[config.mk]
export PLATFORM = sky130hd
export DESIGN_NAME = keyed_hash_variant_selector
export DESIGN_NICKNAME = d
export VERILOG_FILES = /design/src/hdl/khvs_pkg.sv /design/src/hdl/khvs_hash.sv /design/src/hdl/khvs_mod_cell.sv /design/src/hdl/keyed_hash_variant_selector.sv
export SDC_FILE = /design/constraint.sdc
export NUM_CORES = 2
export LEC_CHECK = 0
export BUFFER_PORTS_ARGS = -buffer_cell sky130_fd_sc_hd__buf_2
export CORE_UTILIZATION = 51
export CTS_CLUSTER_SIZE = 16
export DETAILED_ROUTE_END_ITERATION = 16
export GPL_ROUTABILITY_DRIVEN = 0
export PLACE_DENSITY = 0.68
export SKIP_LAST_GASP = 1
export SLEW_MARGIN = 30
export SYNTH_ARGS = -nofsm -noshare
export SYNTH_HDL_FRONTEND = slang
export SYNTH_SLANG_ARGS = --single-unit
[constraint.sdc]
create_clock -name clk -period 23.7 [get_ports clk]
set_input_delay 2.37 -clock clk [delete_from_list [all_inputs] [get_ports clk]]
set_output_delay 2.37 -clock clk [all_outputs]
set_load 0.01 [all_outputs]
[src/hdl/khvs_pkg.sv]
`timescale 1ns / 1ps
// ----------------------------------------------------------------------------
// Keyed hash variant selector package
// Word types, mixing constants and function codes shared by the design.
// ----------------------------------------------------------------------------
package khvs_pkg;

  localparam int HASH_W = 32;
  localparam int FRAC_W = 24;
  localparam int CHOICE_W = 8;
  localparam int KEY8_W = 8;

  // Function codes carried in the func field.
  localparam logic FUNC_CHOICE = 1'b0;
  localparam logic FUNC_SAMPLE = 1'b1;

  // Key mixing constants.
  localparam logic [HASH_W-1:0] MIX_HANDLE = 32'h9e37_79b9;
  localparam logic [HASH_W-1:0] MIX_PART   = 32'h85eb_ca6b;
  localparam logic [HASH_W-1:0] MIX_SEQ    = 32'hc2b2_ae35;
  localparam logic [HASH_W-1:0] MIX_SALT   = 32'h27d4_eb2d;

  // Finalizer multipliers.
  localparam logic [HASH_W-1:0] FIN_MUL_A  = 32'h7feb_352d;
  localparam logic [HASH_W-1:0] FIN_MUL_B  = 32'h846c_a68b;

  // Input word; the variant count travels beside it at its configured width.
  typedef struct packed {
    logic              func;
    logic [HASH_W-1:0] object_handle;
    logic [KEY8_W-1:0] part_index;
    logic [HASH_W-1:0] sequence_number;
    logic [KEY8_W-1:0] component_number;
  } in_word_t;

  typedef struct packed {
    logic [CHOICE_W-1:0] variant_choice;
    logic [FRAC_W-1:0]   sample_fraction;
    logic [HASH_W-1:0]   hash_word;
  } out_word_t;

  // Word handed from cell to cell along the remainder chain.
  typedef struct packed {
    logic              func;
    logic [HASH_W-1:0] hash;
    logic [HASH_W-1:0] num;
  } cell_word_t;

endpackage

[src/hdl/khvs_hash.sv]
`timescale 1ns / 1ps
// ----------------------------------------------------------------------------
// Keyed hash pipeline
// Four stages: key mixing products, then the two multiply rounds of the
// finalizer, then the last xor-shift.
// ----------------------------------------------------------------------------
module khvs_hash import khvs_pkg::*; #(
  parameter int COUNT_BITS = 8
) (
  input  logic                  clk,
  input  logic                  rst_n,
  input  logic                  in_valid,
  output logic                  in_ready,
  input  in_word_t              in_word,
  input  logic [COUNT_BITS-1:0] in_count,
  output logic                  out_valid,
  input  logic                  out_ready,
  output cell_word_t            out_word,
  output logic [COUNT_BITS-1:0] out_count
);

  logic v0_r, v1_r, v2_r, v3_r;
  logic ld0, ld1, ld2, ld3;

  logic [HASH_W-1:0] hk_r, p1_r, p2_r, p3_r;
  logic [HASH_W-1:0] m1_r, m2_r, h_r;
  logic func0_r, func1_r, func2_r, func3_r;
  logic [COUNT_BITS-1:0] cnt0_r, cnt1_r, cnt2_r, cnt3_r;

  logic [HASH_W-1:0] part_inc, seq_inc, salt, mix, mix_fold, m1_fold, m2_fold;

  // A stage loads when it is empty or its content moves on.
  assign ld3 = ~v3_r | out_ready;
  assign ld2 = ~v2_r | ld3;
  assign ld1 = ~v1_r | ld2;
  assign ld0 = ~v0_r | ld1;
  // Nothing is taken while reset is held.
  assign in_ready = ld0 & rst_n;

  always_comb begin
    part_inc = HASH_W'(in_word.part_index) + HASH_W'(1);
    seq_inc  = in_word.sequence_number + HASH_W'(1);
    salt     = (in_word.func == FUNC_SAMPLE) ?
               HASH_W'(in_word.component_number) + HASH_W'(1) : '0;
    mix      = hk_r ^ p1_r ^ p2_r ^ p3_r;
    mix_fold = mix ^ (mix >> 16);
    m1_fold  = m1_r ^ (m1_r >> 15);
    m2_fold  = m2_r ^ (m2_r >> 16);
  end

  always_ff @(posedge clk) begin
    if (!rst_n) begin
      v0_r <= 1'b0;
      v1_r <= 1'b0;
      v2_r <= 1'b0;
      v3_r <= 1'b0;
    end else begin
      if (ld0) v0_r <= in_valid;
      if (ld1) v1_r <= v0_r;
      if (ld2) v2_r <= v1_r;
      if (ld3) v3_r <= v2_r;
    end
  end

  always_ff @(posedge clk) begin
    if (ld0) begin
      hk_r    <= in_word.object_handle ^ MIX_HANDLE;
      p1_r    <= part_inc * MIX_PART;
      p2_r    <= seq_inc * MIX_SEQ;
      p3_r    <= salt * MIX_SALT;
      func0_r <= in_word.func;
      cnt0_r  <= in_count;
    end
    if (ld1) begin
      m1_r    <= mix_fold * FIN_MUL_A;
      func1_r <= func0_r;
      cnt1_r  <= cnt0_r;
    end
    if (ld2) begin
      m2_r    <= m1_fold * FIN_MUL_B;
      func2_r <= func1_r;
      cnt2_r  <= cnt1_r;
    end
    if (ld3) begin
      h_r     <= m2_fold;
      func3_r <= func2_r;
      cnt3_r  <= cnt2_r;
    end
  end

  assign out_valid     = v3_r;
  assign out_word.func = func3_r;
  assign out_word.hash = h_r;
  assign out_word.num  = h_r;
  assign out_count     = cnt3_r;

endmodule

[src/hdl/khvs_mod_cell.sv]
`timescale 1ns / 1ps
// ----------------------------------------------------------------------------
// Remainder cell
// One restoring step of the hash modulo count: brings in the next dividend
// bit, subtracts the count when it fits and passes the word on.
// ----------------------------------------------------------------------------
module khvs_mod_cell import khvs_pkg::*; #(
  parameter int COUNT_BITS = 8
) (
  input  logic                  clk,
  input  logic                  rst_n,
  input  logic                  in_valid,
  output logic                  in_ready,
  input  cell_word_t            in_word,
  input  logic [COUNT_BITS-1:0] in_count,
  input  logic [COUNT_BITS-1:0] in_rem,
  output logic                  out_valid,
  input  logic                  out_ready,
  output cell_word_t            out_word,
  output logic [COUNT_BITS-1:0] out_count,
  output logic [COUNT_BITS-1:0] out_rem
);

  logic                  valid_r;
  cell_word_t            word_r, word_nxt;
  logic [COUNT_BITS-1:0] count_r;
  logic [COUNT_BITS-1:0] rem_r, rem_nxt;
  logic [COUNT_BITS:0]   trial, diff;
  logic                  ld;

  assign ld = ~valid_r | out_ready;
  assign in_ready = ld;

  always_comb begin
    trial = {in_rem, in_word.num[HASH_W-1]};
    diff  = trial - {1'b0, in_count};
    if (trial >= {1'b0, in_count}) begin
      rem_nxt = diff[COUNT_BITS-1:0];
    end else begin
      rem_nxt = trial[COUNT_BITS-1:0];
    end
    word_nxt     = in_word;
    word_nxt.num = {in_word.num[HASH_W-2:0], 1'b0};
  end

  always_ff @(posedge clk) begin
    if (!rst_n) begin
      valid_r <= 1'b0;
    end else if (ld) begin
      valid_r <= in_valid;
    end
  end

  always_ff @(posedge clk) begin
    if (ld) begin
      word_r  <= word_nxt;
      count_r <= in_count;
      rem_r   <= rem_nxt;
    end
  end

  assign out_valid = valid_r;
  assign out_word  = word_r;
  assign out_count = count_r;
  assign out_rem   = rem_r;

endmodule

[src/hdl/keyed_hash_variant_selector.sv]
`timescale 1ns / 1ps
// ----------------------------------------------------------------------------
// Keyed hash variant selector
// Hashes object keys with a lowbias32 style finalizer and picks a variant
// by hash modulo count, or returns a 24-bit sample fraction.
// ----------------------------------------------------------------------------
// Pipeline: 4 hash stages, 32 remainder cells, 1 output register.
// Throughput: one word per cycle while out_ready does not stall the output;
// every stage moves on independently, so bubbles close up and input is
// taken while a finished word waits.
// Reset: synchronous, active low; clears all valid flags, the pipeline is
// empty and ready straight after reset. No clearing pass is needed.
// ----------------------------------------------------------------------------
module keyed_hash_variant_selector import khvs_pkg::*; #(
  parameter int COUNT_BITS = 8
) (
  input  logic                  clk,
  input  logic                  rst_n,
  input  logic                  in_valid,
  output logic                  in_ready,
  input  in_word_t              in_data,
  input  logic [COUNT_BITS-1:0] in_variant_count,
  output logic                  out_valid,
  input  logic                  out_ready,
  output out_word_t             out_data
);

  // One cell per dividend bit of the hash.
  localparam int NUM_CELLS = HASH_W;

  // Chain links: index i feeds cell i, cell i drives index i+1.
  logic                  cv   [0:NUM_CELLS];
  logic                  crdy [0:NUM_CELLS];
  cell_word_t            cw   [0:NUM_CELLS];
  logic [COUNT_BITS-1:0] cc   [0:NUM_CELLS];
  logic [COUNT_BITS-1:0] cr   [0:NUM_CELLS];

  logic      out_valid_r;
  out_word_t out_data_r, out_data_nxt;
  logic      out_ld;
  logic [HASH_W-1:0] rem_wide;
  logic      count_zero;

  // The hash pipeline delivers the finalized word, which also seeds the
  // dividend that the remainder cells shift through.
  khvs_hash #(
    .COUNT_BITS (COUNT_BITS)
  ) u_hash (
    .clk       (clk),
    .rst_n     (rst_n),
    .in_valid  (in_valid),
    .in_ready  (in_ready),
    .in_word   (in_data),
    .in_count  (in_variant_count),
    .out_valid (cv[0]),
    .out_ready (crdy[0]),
    .out_word  (cw[0]),
    .out_count (cc[0])
  );

  // The partial remainder starts at zero for every word.
  assign cr[0] = '0;

  // Each cell retires one hash bit, most significant first. After the last
  // cell the remainder equals hash modulo count.
  for (genvar i = 0; i < NUM_CELLS; i++) begin : g_cell
    khvs_mod_cell #(
      .COUNT_BITS (COUNT_BITS)
    ) u_cell (
      .clk       (clk),
      .rst_n     (rst_n),
      .in_valid  (cv[i]),
      .in_ready  (crdy[i]),
      .in_word   (cw[i]),
      .in_count  (cc[i]),
      .in_rem    (cr[i]),
      .out_valid (cv[i+1]),
      .out_ready (crdy[i+1]),
      .out_word  (cw[i+1]),
      .out_count (cc[i+1]),
      .out_rem   (cr[i+1])
    );
  end

  // Output register: picks the fields that the function asks for. A zero
  // count gives choice zero, and the unused field of each function is zero.
  assign out_ld = ~out_valid_r | out_ready;
  assign crdy[NUM_CELLS] = out_ld;

  always_comb begin
    rem_wide   = HASH_W'(cr[NUM_CELLS]);
    count_zero = (cc[NUM_CELLS] == '0);
    out_data_nxt.hash_word = cw[NUM_CELLS].hash;
    if (cw[NUM_CELLS].func == FUNC_SAMPLE) begin
      out_data_nxt.variant_choice  = '0;
      out_data_nxt.sample_fraction = cw[NUM_CELLS].hash[FRAC_W-1:0];
    end else begin
      out_data_nxt.variant_choice  = count_zero ? '0 : rem_wide[CHOICE_W-1:0];
      out_data_nxt.sample_fraction = '0;
    end
  end

  always_ff @(posedge clk) begin
    if (!rst_n) begin
      out_valid_r <= 1'b0;
    end else if (out_ld) begin
      out_valid_r <= cv[NUM_CELLS];
    end
  end

  always_ff @(posedge clk) begin
    if (out_ld) begin
      out_data_r <= out_data_nxt;
    end
  end

  assign out_valid = out_valid_r;
  assign out_data  = out_data_r;

  // All dividend bits have been shifted out by the end of the chain.
  a_dividend_spent: assert property (@(posedge clk) disable iff (!rst_n)
    cv[NUM_CELLS] |-> (cw[NUM_CELLS].num == '0))
    else $error("dividend bits left after the last remainder cell");

  // A nonzero count leaves a remainder below the count.
  a_rem_below_count: assert property (@(posedge clk) disable iff (!rst_n)
    (cv[NUM_CELLS] && (cc[NUM_CELLS] != '0)) |-> (cr[NUM_CELLS] < cc[NUM_CELLS]))
    else $error("remainder not below variant count");

  // Only one of the two function fields can be nonzero.
  a_one_field: assert property (@(posedge clk) disable iff (!rst_n)
    out_valid |-> ((out_data.variant_choice == '0) || (out_data.sample_fraction == '0)))
    else $error("both choice and fraction are nonzero");

  // A nonzero fraction is always the low bits of the delivered hash.
  a_frac_from_hash: assert property (@(posedge clk) disable iff (!rst_n)
    (out_valid && (out_data.sample_fraction != '0)) |->
      (out_data.sample_fraction == out_data.hash_word[FRAC_W-1:0]))
    else $error("fraction does not match hash word");

endmodule

Word level (Yosys, flattened, before mapping)

Cells that the tools add are included.

$add $sub $neg: 35
Multipliers: 5
$lt $le $gt $ge: 32
Muxes and demuxes: 33
Bitwise gates (word level): 82
Reduce and logical (&&, ||, !) cells: 2

Operator list:

| operator                                                               | number |
|---|---|
| 9-bit by 8-bit greater-or-equal comparator with 1-bit output           | 31 |
| 8-bit 2-to-1 mux                                                       | 31 |
| 8-bit subtractor                                                       | 31 |
| 32-bit bitwise XOR                                                     | 3 |
| 32-bit by 31-bit multiplier with 32-bit output (second input constant) | 2 |
| 32-bit by 32-bit multiplier with 32-bit output (second input constant) | 2 |
| 32-bit by 16-bit bitwise XOR with 32-bit output                        | 2 |
| 1-bit inverter                                                         | 37 |
| 1-bit OR                                                               | 37 |
| 32-bit by 1-bit adder with 32-bit output (second input constant)       | 1 |
| 32-bit by 30-bit multiplier with 32-bit output (second input constant) | 1 |
| 32-bit 2-to-1 mux                                                      | 1 |
| 32-bit by 17-bit bitwise XOR with 32-bit output                        | 1 |
| 20-bit inverter                                                        | 1 |
| 8-bit by 1-bit adder with 9-bit output (second input constant)         | 2 |
| 1-bit by 8-bit greater-or-equal comparator with 1-bit output           | 1 |
| 8-bit logical NOT                                                      | 1 |
| 1-bit by 8-bit subtractor with 8-bit output                            | 1 |
| 2-bit OR reduction                                                     | 1 |
| 1-bit AND                                                              | 1 |
| 1-bit 2-to-1 mux                                                       | 1 |

Bits in registers: 2,425
Input port bits: 93
Output and inout bits: 66
Logic and storage cells: 404

Depth between registers and ports, before layout

Depth in word-level cells: 39
Gate-level depth with buffers: 30
Gate-level depth less buffers: 30

Hierarchy

Synthesis repeated with hierarchy kept, for this count alone.

Cells, all modules: 9,216
Area total of the unflattened synthesis: 141,285.5 sq um

By module, submodules not included:

| module                      | instances | cells each | area an instance (sq um) | seq. area each (sq um) |
|---|---|---|---|---|
| khvs_mod_cell               | 32        | 156        | 2,985.4                  | 2,422.3 |
| khvs_hash                   | 1         | 4,110      | 43,496.7                 | 7,887.6 |
| keyed_hash_variant_selector | 1         | 114        | 2,257.2                  | 1,941.9 |

Worst setup path before layout

No wires, ideal clock.

Path kind: input to register
Start: input in_data[8] (netlist bit)
End: register u_hash.p2_r[31] (data pin)
Library setup time: 0.263 ns
Arrival time: 9.178 ns
Data required time: 23.437 ns
Setup slack: 14.259 ns
Cell stages on the path: 23
Path buffers: 0
Cells stage by stage: ha_1 > and3_1 > and2_1 > xnor2_1 > inv_1 > ha_1 > fa_1 > fa_1 > fa_1 > fa_1 > inv_1 > fa_1 > fa_1 > inv_1 > fa_1 > ha_1 > a2111oi_0 > nand3_1 > o21ai_0 > o31ai_1 > o31ai_1 > a21oi_1 > xor2_1

Word-level cells in the longest chain between the ends: 2

RTL lines:

| item                                           | RTL line                          | RTL |
|---|---|---|
| from (decl)                                    | keyed_hash_variant_selector.sv:21 | `input in_word_t in_data,` |
| 32-bit by 1-bit adder with 32-bit output       | khvs_hash.sv:42                   | `seq_inc = in_word.sequence_number + HASH_W'(1);` |
| 32-bit by 31-bit multiplier with 32-bit output | khvs_hash.sv:69                   | `p2_r <= seq_inc * MIX_SEQ;` |
| to (signal assigned)                           | khvs_hash.sv:69                   |  |
| to (decl)                                      | khvs_hash.sv:25                   | `logic [HASH_W-1:0] hk_r, p1_r, p2_r, p3_r;` |

Every way passes these cells.
A chain may end at the register's enable or synchronous reset.

Worst setup path in the final report

Same ends and word-level chain as after synthesis.

==> impl_results.md <==
* Crit start category: input pin
* Hold Startpoint: g_cell[4].u_cell.out_word[38]
* Clock Latency Late Sink at 0.82 ns
* Arrival time at the worst endpoint at 10.13 ns
* Pre-CTS WS at 13.09 ns
* Min-Delay Path Class: reg2reg
* Hold path depth at 0
* Largest net degree at the start of global routing at 74
* Worst r2r src: u_hash.p3_r[13]
* Synth Register Bits at 1,929
* Top Ports at 159
* Crit-path most repeated cell: fa_1
* CP max-delay cell: a2111oi_1
* Placed Cells incl. Taps at 10,709
* First-pass DRT Iterations at 7
* Port bufs at 158
* CP max stage delay at 0.64 ns
* Worst slew pin tran at 0.985 ns
* Cells after Synth at 7,701
* Starting Density at 51.3%
* Core Area at 210,000 um2
* Vias per cell at 5.09
* Post-DRT Antenna Nets at 0
* Clk_skew at 0.0509 ns
* Initial antenna violation count at 0
* Gr usage total at 19.4%
* Critical Path RT at 24.20 ns
* Clock Tree Buf Depth at 3
* Share of layout cells above drive strength 1 at 8.51%
* Initial drt markers at 2,881
* Final worst path period need at 9.63 ns
* Post-synth net total at 9,603
* Fin. Hold Viols at 0
* DR WL/cell at 17.9 um
* Synth warn at 0
* Worst Setup Slack, final at 14.07 ns
* Drt drc at 0
* Dpl hpwl at 155,000 um
* CTS resizes at 0
* Final WL at 198,000 um
* # clock sinks at 1,929
* Cell Area, Synth at 108,000 um2
* Chip width at 461 um
* Async SR Flop Fraction at 0%
* Post-synth EDFFs at 1,892
* R2r setup slk at 15.28 ns
* Clk root buf: clkbuf_16
* CTS tree: done
* R2r endpoint: u_hash.m1_r[31]
* Status: finished clean
* Final Max Slew Viols at 0
* GR Overflow Total at 0
* Period utilization at 40.6%
* Post-CTS setup buffer count at 0
* Register area at 57,600 um2
* Synthesized area per cell at 14.0 um2
* Max-capacitance violation count at 0
* Crit path kind: in2reg
* Area of the die at 213,000 um2
* RSZ-0062 raised after global routing: no
* Cts hold-fix bufs at 0
* CTS Buf Count at 189
* R2r worst-path depth at 23
* Site Rows at 168
* Vias in the first global route at 60,503
* Final TNS setup at 0 ns
* Synth-to-Final Area Change at 10.5%
* CP max FO at 6
* Post-synthesis sequential area ratio at 53.5%
* Synth cell types at 73
* CTS clk-pin slew, worst paths at 0.06 ns
* Crit. End Element: register
* Fmax at 104 MHz
* Vias at 56,307
* Multi-input gate area at 43,900 um2
* N_diodes at 0
* Worst Hold End: g_cell[5].u_cell.out_word[38]
* # fillers at 16,503
* Final #Nets at 9,997
* Htree depth at 4
* Setup violations, final at 0
* Global-route wire length before repair at 322,000 um
* Most frequent cells in the layout: edfxtp_1 (1,892), inv_1 (1,642), ha_1 (1,084), fa_1 (725), xnor2_1 (376)
* Rel. slew slack at 34.1%
* Commonest non-fill, non-tap cell in the layout: edfxtp_1
* Layout Cells excl Fill at 11,065
* Top_reg_cell synth: edfxtp_1
* Die span in y at 461 um
==> critical path, delay by kind of cell <==
family,cells,cell delay [ns]
xor gates and xnor gates,2,0.72
buffers and inverters,3,0.25
adders and majority gates,10,4.16
and+or+nand+nor,5,0.79
AOI/OAI and AO/OA,5,1.82
==> through the flow <==
stage               cell area [um2]  utilization, %  hold WS [ns]
finish                       119000            56.7         0.378
CTS                          119000            56.7         0.375
global route                 119000            56.7         0.397
global placement             112000            53.6         0.400
detailed placement           112000            53.6         0.405
floorplan                    108000               -         0.400
==> cell families (layout without fill, tap and decap cells) <==
group | count (synthesis) | count (layout) | share of synthesized area, %
simple gates | 849 | 849 | 3.83
mux | 217 | 217 | 2.20
compound gates | 709 | 709 | 4.24
buf+inv | 1668 | 2227 | 5.82
flops | 1929 | 1929 | 53.5
fa+ha+maj | 1809 | 1809 | 26.1
xor+xnor | 520 | 520 | 4.26
==> per-layer routing <==
metal	up-vias	track usage (%)	part of all wire (%)	wire [um]
met5	-	0	0	0
met4	0	6.23	3.2	6270
met3	312	2.72	3.7	7320
met2	1001	34.1	51	100000
met1	28024	24.8	42	84100
li1	26970	-	-	-
==> cell usage after synthesis, types with 4 or more instances <==
cell type  number  area (um2)
nor2b_1        79         494
nor4_1          5        31.3
a211o_1         4        35.0
a311oi_1       35         307
o21a_1         48         360
a21oi_1       138         691
nor3_1         16        80.1
clkbuf_1        7        26.3
and3_1         23         144
nand2b_1       55         344
o211ai_1        7        52.6
a211oi_1        6        45.0
o21ai_0       211        1060
dfxtp_1        37         741
nand4_1        74         463
a21boi_0      108         811
mux2i_1        62         621
xnor2_1       378        3310
mux2_2        155        1750
a2111oi_0       4        35.0
o21bai_1       15         113
and4_1          8        70.1
xor2_1        140        1230
a21o_1         79         593
edfxtp_1     1892       56800
nand2_1       135         507
nor2_1        339        1270
ha_1         1084       13600
nand3_1        45         225
fa_1          725       14500
inv_1        1659        6230
or3_1           8        50.1
o31ai_1         8        60.1
and2_1         47         294
o22ai_1         4        25.0
a221oi_1        4        35.0
a31oi_1        11        68.8
==> final cells by class <==
type / count / area share [%]
flip-flops and latches: 1929 / 48.4
multi-input cells: 4104 / 36.9
inverters: 1660 / 5.25
clock buffers: 239 / 4.21
well taps: 2805 / 2.95
clock inverters: 117 / 1.21
repair buffers: 211 / 1.00
==> how the worst max path moves through the flow <==
stage	end	slack, ns	start	cells after the start
global placement	u_hash.p2_r[31]	13.26	in_data[8]	25
finish	u_hash.p2_r[31]	14.07	in_data[8]	25
detailed placement	u_hash.p2_r[31]	13.09	in_data[8]	25
global route	u_hash.p2_r[31]	13.56	in_data[8]	25
floorplan	u_hash.p2_r[31]	14.26	in_data[8]	23
CTS	u_hash.p2_r[31]	13.94	in_data[8]	24
==> state kept, by name (all words and copies together) (netlist names), 8 cells and up <==
name,count
u_hash.h_r,32
u_hash.m1_r,32
u_hash.hk_r,32
u_hash.p2_r,32
u_hash.p1_r,32
u_hash.cnt0_r,8
u_hash.m2_r,32
u_hash.p3_r,32
out_data,64
g_cell.u_cell.out_count,256
u_hash.cnt1_r,8
g_cell.u_cell.out_valid,32
g_cell.u_cell.out_rem,256
g_cell.u_cell.out_word,1056
u_hash.out_count,8
u_hash.cnt2_r,8
Power is left out: the tool's default activity adds up to more than one toggle a clock period on the data nets, which glitch-free logic cannot reach.
